## src/rtl/indexed_min_heap_priority_queue_macros.svh

```systemverilog
`ifndef INDEXED_MIN_HEAP_PRIORITY_QUEUE_MACROS_SVH
`define INDEXED_MIN_HEAP_PRIORITY_QUEUE_MACROS_SVH

// same-cycle implication, sampled on clk_i, off while rst_ni is low
`define IMHPQ_ASSERT_NOW(lbl, ante, cons) \
  lbl: assert property (@(posedge clk_i) disable iff (!rst_ni) (ante) |-> (cons)) \
    else $error("imhpq check failed");

// next-cycle implication, sampled on clk_i, off while rst_ni is low
`define IMHPQ_ASSERT_NEXT(lbl, ante, cons) \
  lbl: assert property (@(posedge clk_i) disable iff (!rst_ni) (ante) |=> (cons)) \
    else $error("imhpq check failed");

`endif

```

## src/rtl/imhpq_pkg.sv

```systemverilog
package imhpq_pkg;

  localparam int IMH_CAPACITY  = 1024;
  localparam int IMH_KEY_WIDTH = 31;

  localparam logic [1:0] OP_INIT = 2'd0;
  localparam logic [1:0] OP_SET  = 2'd1;
  localparam logic [1:0] OP_XT   = 2'd2;
  localparam logic [1:0] OP_PEEK = 2'd3;

  localparam logic [1:0] ST_OK     = 2'd0;
  localparam logic [1:0] ST_EMPTY  = 2'd1;
  localparam logic [1:0] ST_ABSENT = 2'd2;
  localparam logic [1:0] ST_BADID  = 2'd3;

  typedef enum logic [4:0] {
    CMD_NOP,
    CMD_CAPTURE,
    CMD_CLR_BEGIN,
    CMD_INIT_BEGIN,
    CMD_SWEEP,
    CMD_LOOKUP,
    CMD_LOOKED,
    CMD_SET_BEGIN,
    CMD_UP_CHK,
    CMD_UP_RD1,
    CMD_UP_RD2,
    CMD_DN_CHK,
    CMD_DN_RD1,
    CMD_DN_RD2,
    CMD_PLACE,
    CMD_XT_RD1,
    CMD_XT_RD2,
    CMD_XT_UPD,
    CMD_OUT
  } cmd_e;

  typedef struct packed {
    logic [1:0] op;
    logic [1:0] st;
    logic       sweep_last;
    logic       pos_zero;
    logic       up_root;
    logic       up_stop;
    logic       dn_end;
    logic       dn_stop;
    logic       cnt_one;
  } stat_t;

  // 0x7f in every byte, cut to kw bits
  function automatic logic [63:0] key_inf(input int kw);
    logic [63:0] v;
    v = '0;
    for (int b = 0; b < 64; b++) begin
      if (b < kw && (b % 8) != 7) v[b] = 1'b1;
    end
    return v;
  endfunction

endpackage

```

## src/rtl/imhpq_ctrl.sv

```systemverilog
module imhpq_ctrl (
  input  logic              clk_i,
  input  logic              rst_ni,
  input  logic              in_valid_i,
  output logic              in_stall_o,
  output logic              out_valid_o,
  input  logic              out_stall_i,
  output imhpq_pkg::cmd_e   cmd_o,
  input  imhpq_pkg::stat_t  stat_i
);
  import imhpq_pkg::*;

  typedef enum logic [4:0] {
    S_CLR_BEGIN, S_CLR_SWEEP, S_IDLE, S_DISPATCH, S_INIT_BEGIN, S_INIT_SWEEP,
    S_LOOKUP, S_LOOKED, S_SET_BEGIN, S_UP_CHK, S_UP_RD1, S_UP_RD2, S_UP_PLACE,
    S_DN_CHK, S_DN_RD1, S_DN_RD2, S_DN_PLACE, S_XT_RD1, S_XT_RD2, S_XT_UPD, S_FIN
  } state_e;

  state_e state_q, state_d;
  logic   out_valid_q, out_valid_d;
  logic   out_free;

  assign out_free    = !out_valid_q || !out_stall_i;
  assign in_stall_o  = state_q != S_IDLE;
  assign out_valid_o = out_valid_q;

  always_comb begin
    state_d = state_q;
    cmd_o   = CMD_NOP;
    unique case (state_q)
      S_CLR_BEGIN: begin
        cmd_o   = CMD_CLR_BEGIN;
        state_d = S_CLR_SWEEP;
      end
      S_CLR_SWEEP: begin
        cmd_o = CMD_SWEEP;
        if (stat_i.sweep_last) state_d = S_IDLE;
      end
      S_IDLE: begin
        if (in_valid_i) begin
          cmd_o   = CMD_CAPTURE;
          state_d = S_DISPATCH;
        end
      end
      S_DISPATCH: begin
        if (stat_i.st != ST_OK) state_d = S_FIN;
        else if (stat_i.op == OP_INIT) state_d = S_INIT_BEGIN;
        else if (stat_i.op == OP_XT) state_d = S_XT_RD1;
        else state_d = S_LOOKUP;
      end
      S_INIT_BEGIN: begin
        cmd_o   = CMD_INIT_BEGIN;
        state_d = S_INIT_SWEEP;
      end
      S_INIT_SWEEP: begin
        cmd_o = CMD_SWEEP;
        if (stat_i.sweep_last) state_d = S_FIN;
      end
      S_LOOKUP: begin
        cmd_o   = CMD_LOOKUP;
        state_d = S_LOOKED;
      end
      S_LOOKED: begin
        cmd_o = CMD_LOOKED;
        if (stat_i.op == OP_PEEK || stat_i.pos_zero) state_d = S_FIN;
        else state_d = S_SET_BEGIN;
      end
      S_SET_BEGIN: begin
        cmd_o   = CMD_SET_BEGIN;
        state_d = S_UP_CHK;
      end
      S_UP_CHK: begin
        cmd_o   = CMD_UP_CHK;
        state_d = stat_i.up_root ? S_UP_PLACE : S_UP_RD1;
      end
      S_UP_RD1: begin
        cmd_o   = CMD_UP_RD1;
        state_d = S_UP_RD2;
      end
      S_UP_RD2: begin
        cmd_o   = CMD_UP_RD2;
        state_d = stat_i.up_stop ? S_UP_PLACE : S_UP_CHK;
      end
      S_UP_PLACE: begin
        cmd_o   = CMD_PLACE;
        state_d = S_DN_CHK;
      end
      S_DN_CHK: begin
        cmd_o   = CMD_DN_CHK;
        state_d = stat_i.dn_end ? S_DN_PLACE : S_DN_RD1;
      end
      S_DN_RD1: begin
        cmd_o   = CMD_DN_RD1;
        state_d = S_DN_RD2;
      end
      S_DN_RD2: begin
        cmd_o   = CMD_DN_RD2;
        state_d = stat_i.dn_stop ? S_DN_PLACE : S_DN_CHK;
      end
      S_DN_PLACE: begin
        cmd_o   = CMD_PLACE;
        state_d = S_FIN;
      end
      S_XT_RD1: begin
        cmd_o   = CMD_XT_RD1;
        state_d = S_XT_RD2;
      end
      S_XT_RD2: begin
        cmd_o   = CMD_XT_RD2;
        state_d = S_XT_UPD;
      end
      S_XT_UPD: begin
        cmd_o   = CMD_XT_UPD;
        state_d = stat_i.cnt_one ? S_FIN : S_DN_CHK;
      end
      S_FIN: begin
        if (out_free) begin
          cmd_o   = CMD_OUT;
          state_d = S_IDLE;
        end
      end
      default: state_d = S_IDLE;
    endcase
  end

  always_comb begin
    if (cmd_o == CMD_OUT) out_valid_d = 1'b1;
    else if (!out_stall_i) out_valid_d = 1'b0;
    else out_valid_d = out_valid_q;
  end

  always_ff @(posedge clk_i or negedge rst_ni) begin
    if (!rst_ni) begin
      state_q     <= S_CLR_BEGIN;
      out_valid_q <= 1'b0;
    end else begin
      state_q     <= state_d;
      out_valid_q <= out_valid_d;
    end
  end

endmodule

```

## config.mk

```make
export PLATFORM = sky130hd
export DESIGN_NAME = imhpq_ctrl
export DESIGN_NICKNAME = d
export VERILOG_FILES = /design/src/rtl/indexed_min_heap_priority_queue_macros.svh /design/src/rtl/imhpq_pkg.sv /design/src/rtl/imhpq_ctrl.sv
export SDC_FILE = /design/constraint.sdc
export NUM_CORES = 1
export LEC_CHECK = 0
export BUFFER_PORTS_ARGS = -buffer_cell sky130_fd_sc_hd__buf_2
export CELL_PAD_IN_SITES_DETAIL_PLACEMENT = 1
export CELL_PAD_IN_SITES_GLOBAL_PLACEMENT = 1
export CORE_ASPECT_RATIO = 1.1
export CORE_MARGIN = 2
export CORE_UTILIZATION = 36
export DETAILED_ROUTE_END_ITERATION = 8
export PLACE_DENSITY_LB_ADDON = 0.2
export SLEW_MARGIN = 20
export SYNTH_ARGS = -nofsm -noshare
export SYNTH_HDL_FRONTEND = slang
export SYNTH_SLANG_ARGS = --single-unit
```

## constraint.sdc

```tcl
create_clock -name clk_i -period 1.66 [get_ports clk_i]
set_input_delay 0.083 -clock clk_i [delete_from_list [all_inputs] [get_ports clk_i]]
set_output_delay 0.083 -clock clk_i [all_outputs]
set_load 0.01 [all_outputs]
```

# After elaboration in Yosys (flattened, before gate mapping)
# Cells that the tools add are included.
[word_totals]
ff_bits = 6
inputBits = 15
out_inout_bits = 7
[classes]
eq_ne = 29
mux = 19
reduce_logical = 10
[op_table]
columns = ["cell", "count"]
rows = [
  ["$pmux W5 S21", 1],
  ["$pmux W5 S18", 1],
  ["$mux W5", 12],
  ["$eq A5 B4 Y1 const B", 8],
  ["$eq A5 B5 Y1 const B", 6],
  ["$eq A5 B3 Y1 const B", 4],
  ["$eq A5 B2 Y1 const B", 2],
  ["$ne A2 B2 Y1 const B", 4],
  ["$mux W3", 2],
  ["$eq A5 B1 Y1 const B", 1],
  ["$logic_not A5 Y1", 1],
  ["$ne A5 B2 Y1 const B", 1],
  ["$eq A2 B2 Y1 const B", 2],
  ["$reduce_and A4 Y1", 1],
  ["$reduce_or A2 Y1", 2],
  ["$mux W1", 3],
  ["$logic_not A1 Y1", 2],
  ["$logic_not A2 Y1", 1],
  ["$logic_or A1 B1 Y1", 2],
  ["$ne A2 B1 Y1 const B", 1],
  ["$reduce_bool A2 Y1", 1],
]

# Depth between registers and ports, before layout
[logic_depth]
depth_word = 6
ltp_mapped = 7
mapped_depth_nobuf = 5

# Worst setup path after synthesis
# Ideal clock, no wire load.
[synth_timing]
path_kind = "register to register"
startpoint = "register state_q[4]"
endpoint = "register state_q[2]"
setup_time_ns = 0.125
arrival_ns = 1.329
t_required_ns = 1.535
setup_slack_ns = 0.207
stages_incl_launch_ff = 7
n_path_buf = 1
synth_period_minus_slack_ns = 1.453
cell_sequence = "dfrtp_1 -> buf_2 -> nand2b_4 -> nor2_2 -> o41ai_2 -> nand3_1 -> mux2_2"
[synth_between]
elab_chain_cells = 3
[synth_rtl]
columns = ["element", "line", "text"]
rows = [
  ["start, declared", "imhpq_ctrl.sv:19", "state_e state_q, state_d;"],
  ["start signal, assigned", "imhpq_ctrl.sv:137", "state_q <= state_d;"],
  ["$eq A5 B5 Y1, or another cell as far along", "imhpq_ctrl.sv:30", "unique case (state_q)"],
  ["$ne A2 B2 Y1 (no line)", "n/a", ""],
  ["$reduce_and A4 Y1 (no line)", "n/a", ""],
]
# Parallel ways exist; a longest one is shown, timed or not.
# A chain may end at the register's enable or synchronous reset.

# Worst setup path after layout
[layout_timing]
startpoint = "register state_q[3]"
endpoint = "register state_q[2]"
# Same word-level chain as after synthesis.

==> results.md <==
- Placed Cells incl. Taps: 157
- Routed length per instance: roughly 22 µm
- M2 GR Usage: 44.30%
- DRT antenna net count: 0
- PortBufs: 21
- Total grt overflow: 0
- # IOs: 22
- Diodes inserted: 0
- Max clock buf depth: 2
- First-pass GRT wire length: between 4000 and 5000 µm
- Final Critical Period: 1.709 ns
- Async SR Flop Fraction: 100.0%
- Commonest cells after routing, fill and taps aside: 21 x buf_2, 12 x buf_4, 8 x nand2_1
- FP Rows: 17
- Global routing's busiest layer: met2
- Final hold viol count: 0
- Synthesized area: slightly below 800 µm²
- Sequential share of power: about 14%
- Seq cells post-synth: 6
- Antenna violations before repair: 0
- Clock latency on the worst-skew pair: around 0.27 ns
- Failing checks: negative setup slack
- Core area: 2021 µm²
- Int Power: 1.255 mW
- Post-synthesis adder-cell area fraction: 0%
- Post-synthesis mux area share: approximately 2.7%
- Die Span Y: 52.69 µm
- Drt via density: 6.284
- Post-Syn Nets: 120
- Max Freq: between 0.5 and 0.6 GHz
- Fraction of the mapped netlist area in simple logic gates: approximately a third
- Pleak: around 0.50 nW
- Tot GR Track Use: about a quarter
- Crit path max fanout: 5
- Layout cell share with drive strength beyond 1: 50.35%
- Clock power frac: 5.9%
- Flop-to-flop setup slack: -0.05 ns
- Synth Area in XOR/XNOR: ~1.1%
- Post-Layout Cell Count: around 170
- Root buf cell: clkbuf_4
- DRT iter0 DRCs: 25
- GR Util met1: 32.38%
- Fin. max-slew vios: 0
- Worst setup EP type: flip-flop
- Hold_ws: between 0.1 and 0.15 ns
- WL final: around 3600 µm
- HP Class: in -> reg
- Die width: ~48 µm
- Leading cell type in the layout, fill and taps excluded: buf_2
- Status: finished with violations
- Clock Sinks: 6
- Main synth FF type: dfrtp_1
- Initial core utilization: roughly two fifths
- Post-Syn Instances: ~110
- Final Setup Violations: 2
- Syn-to-layout area delta: 51.61%
- Clk pin slew, worst setup/hold paths: approximately 0.060 ns
- Slew @ Worst Pin: 0.3945 ns
- PwrDens: about 2200 nW/µm²
- Unique masters post-synth: between 40 and 50
- Filler cells: 257
- EDFF count, synth: 0
- Max VDD drop: about 1.2 mV
- Startpoint Class: flip-flop
- Sequential area share after synthesis: 19.35%
- Overall die area: 2543 µm²
- CP arrival: between 1.5 and 2 ns
- Combinational Power Share: between 80 and 90%
- Fin nets: 158
- Synth Area in Compound Gates: about a third
- Vias: ~1100
- DP HPWL: about 2100 µm
- Setup CP Type: reg -> reg
- P_sw: between 1 and 1.5 mW
- Pin count of the biggest net entering global routing: 18
- Largest family of logic cells by synthesized area: compound AO/OA/AOI/OAI gates
- Switch share: about half
- Place WS: approximately 0.021 ns
- Max-cap violation count: 0
- CTS tree: done
- Crit share post-route: 102.9%
- Initial DRT Pass Iterations: 4
- PnR worst setup slack: -0.04859 ns
- Worst EP required: 1.81 ns
- Routability Congestion: between 0.8 and 0.9
- Setup Skew: between 0.015 and 0.02 ns
- Vias in the first global route: 979
- Unrepaired setup endpoints after global routing: yes
- Post-route DRC: 0
- Grt met3 use: 2.414%
- Mean area per synthesized cell: about 7.4 µm²
- H-tree Lvls: 1
- CTS buffer count: 3
- Syn. warnings: 0
- Max-slew headroom: between 70% and 80%
[repair_timing]
item	in CTS	in global routing
buffers inserted	3	4
endpoints found under the hold margin	6	0
endpoints found under the setup margin	3	8
pin swaps	1	4
resized for setup	3	23
cloned	0	1
hold buffers	1	0
[layout make-up]
type	count	area (µm²)	share of cell area [%]
Clock buffer	3	22.52	1.915
Timing Repair Buffer	42	326.6	27.77
Inverter	5	21.27	1.809
Sequential cell	6	156.4	13.30
Tap cell	28	35.03	2.979
Multi-Input combinational cell	85	614.3	52.23
[sequential cells by signal, indices dropped and copies added, names as in the netlist]
name	count
state_q	5
out_valid_o	1
[stage by stage]
step	total power, mW	area (µm²)	setup TNS (ns)	utilization [%]
3_5_place_dp	1.884	972.2	0	48.11
6_report	2.556	1176	-0.08197	58.20
4_1_cts	2.102	1032	0	51.08
2_1_floorplan	1.269	775.7	0	-
3_3_place_gp	1.860	972.2	0	48.11
5_1_grt	2.693	1176	-0.3505	58.20
[worst paths after layout]
path / end / depth (start not counted) / start
setup / recovery: state_q[2] / 5 / state_q[3]
min in group asynchronous: state_q[4] / 2 / rst_ni
setup reg to reg: state_q[2] / 5 / state_q[3]
max in group asynchronous: state_q[1] / 2 / rst_ni
hold / removal: state_q[4] / 3 / out_stall_i
hold reg to reg: state_q[4] / 2 / out_valid_o
[routing by layer]
layer / routed length, µm / vias up
li1: - / 475
met1: 1447 / 530
met2: 1871 / 45
met3: 197 / 12
met4: 117 / 0
met5: 0 / -
[cell usage after synthesis (2+ instances only)]
cell,number,area (µm²)
or4_1,2,15.01
clkbuf_1,3,11.26
nor2_1,7,26.28
buf_2,2,10.01
nor4_1,3,18.77
a21oi_1,6,30.03
nor3_1,9,45.04
o32ai_1,3,26.28
a31oi_1,3,18.77
dfrtp_1,6,150.1
nand2b_1,5,31.28
inv_1,4,15.01
buf_6,2,22.52
o31ai_1,2,15.01
nand3_1,3,15.01
a22oi_1,2,15.01
buf_4,2,15.01
nand2_1,8,30.03
a211oi_1,4,30.03
o21ai_0,5,25.02
[worst max-delay path, stage by stage (launching register included)]
cell	delay, ns
dfrtp_2	0.44
or2b_1	0.32
nor3_1	0.11
o41ai_2	0.34
nand3_1	0.13
mux2_2	0.28
[power by group through the flow]
stage	sequential [mW]	combinational [mW]	clock, mW
after floorplan	0.245	1.02	0
after global placement	0.317	1.54	0
after detailed placement	0.324	1.56	0
after CTS	0.322	1.64	0.144
after global routing	0.358	2.18	0.155
final	0.350	2.05	0.151
[kinds of logic after synthesis]
kind of cell	Yosys count
AO/OA/AOI/OAI	36
AND/OR/NAND/NOR	46
multiplexers	2
flip-flops	6
XOR/XNOR	1
buffers and inverters	14
Note: power is estimated with default switching activity, not from simulation.
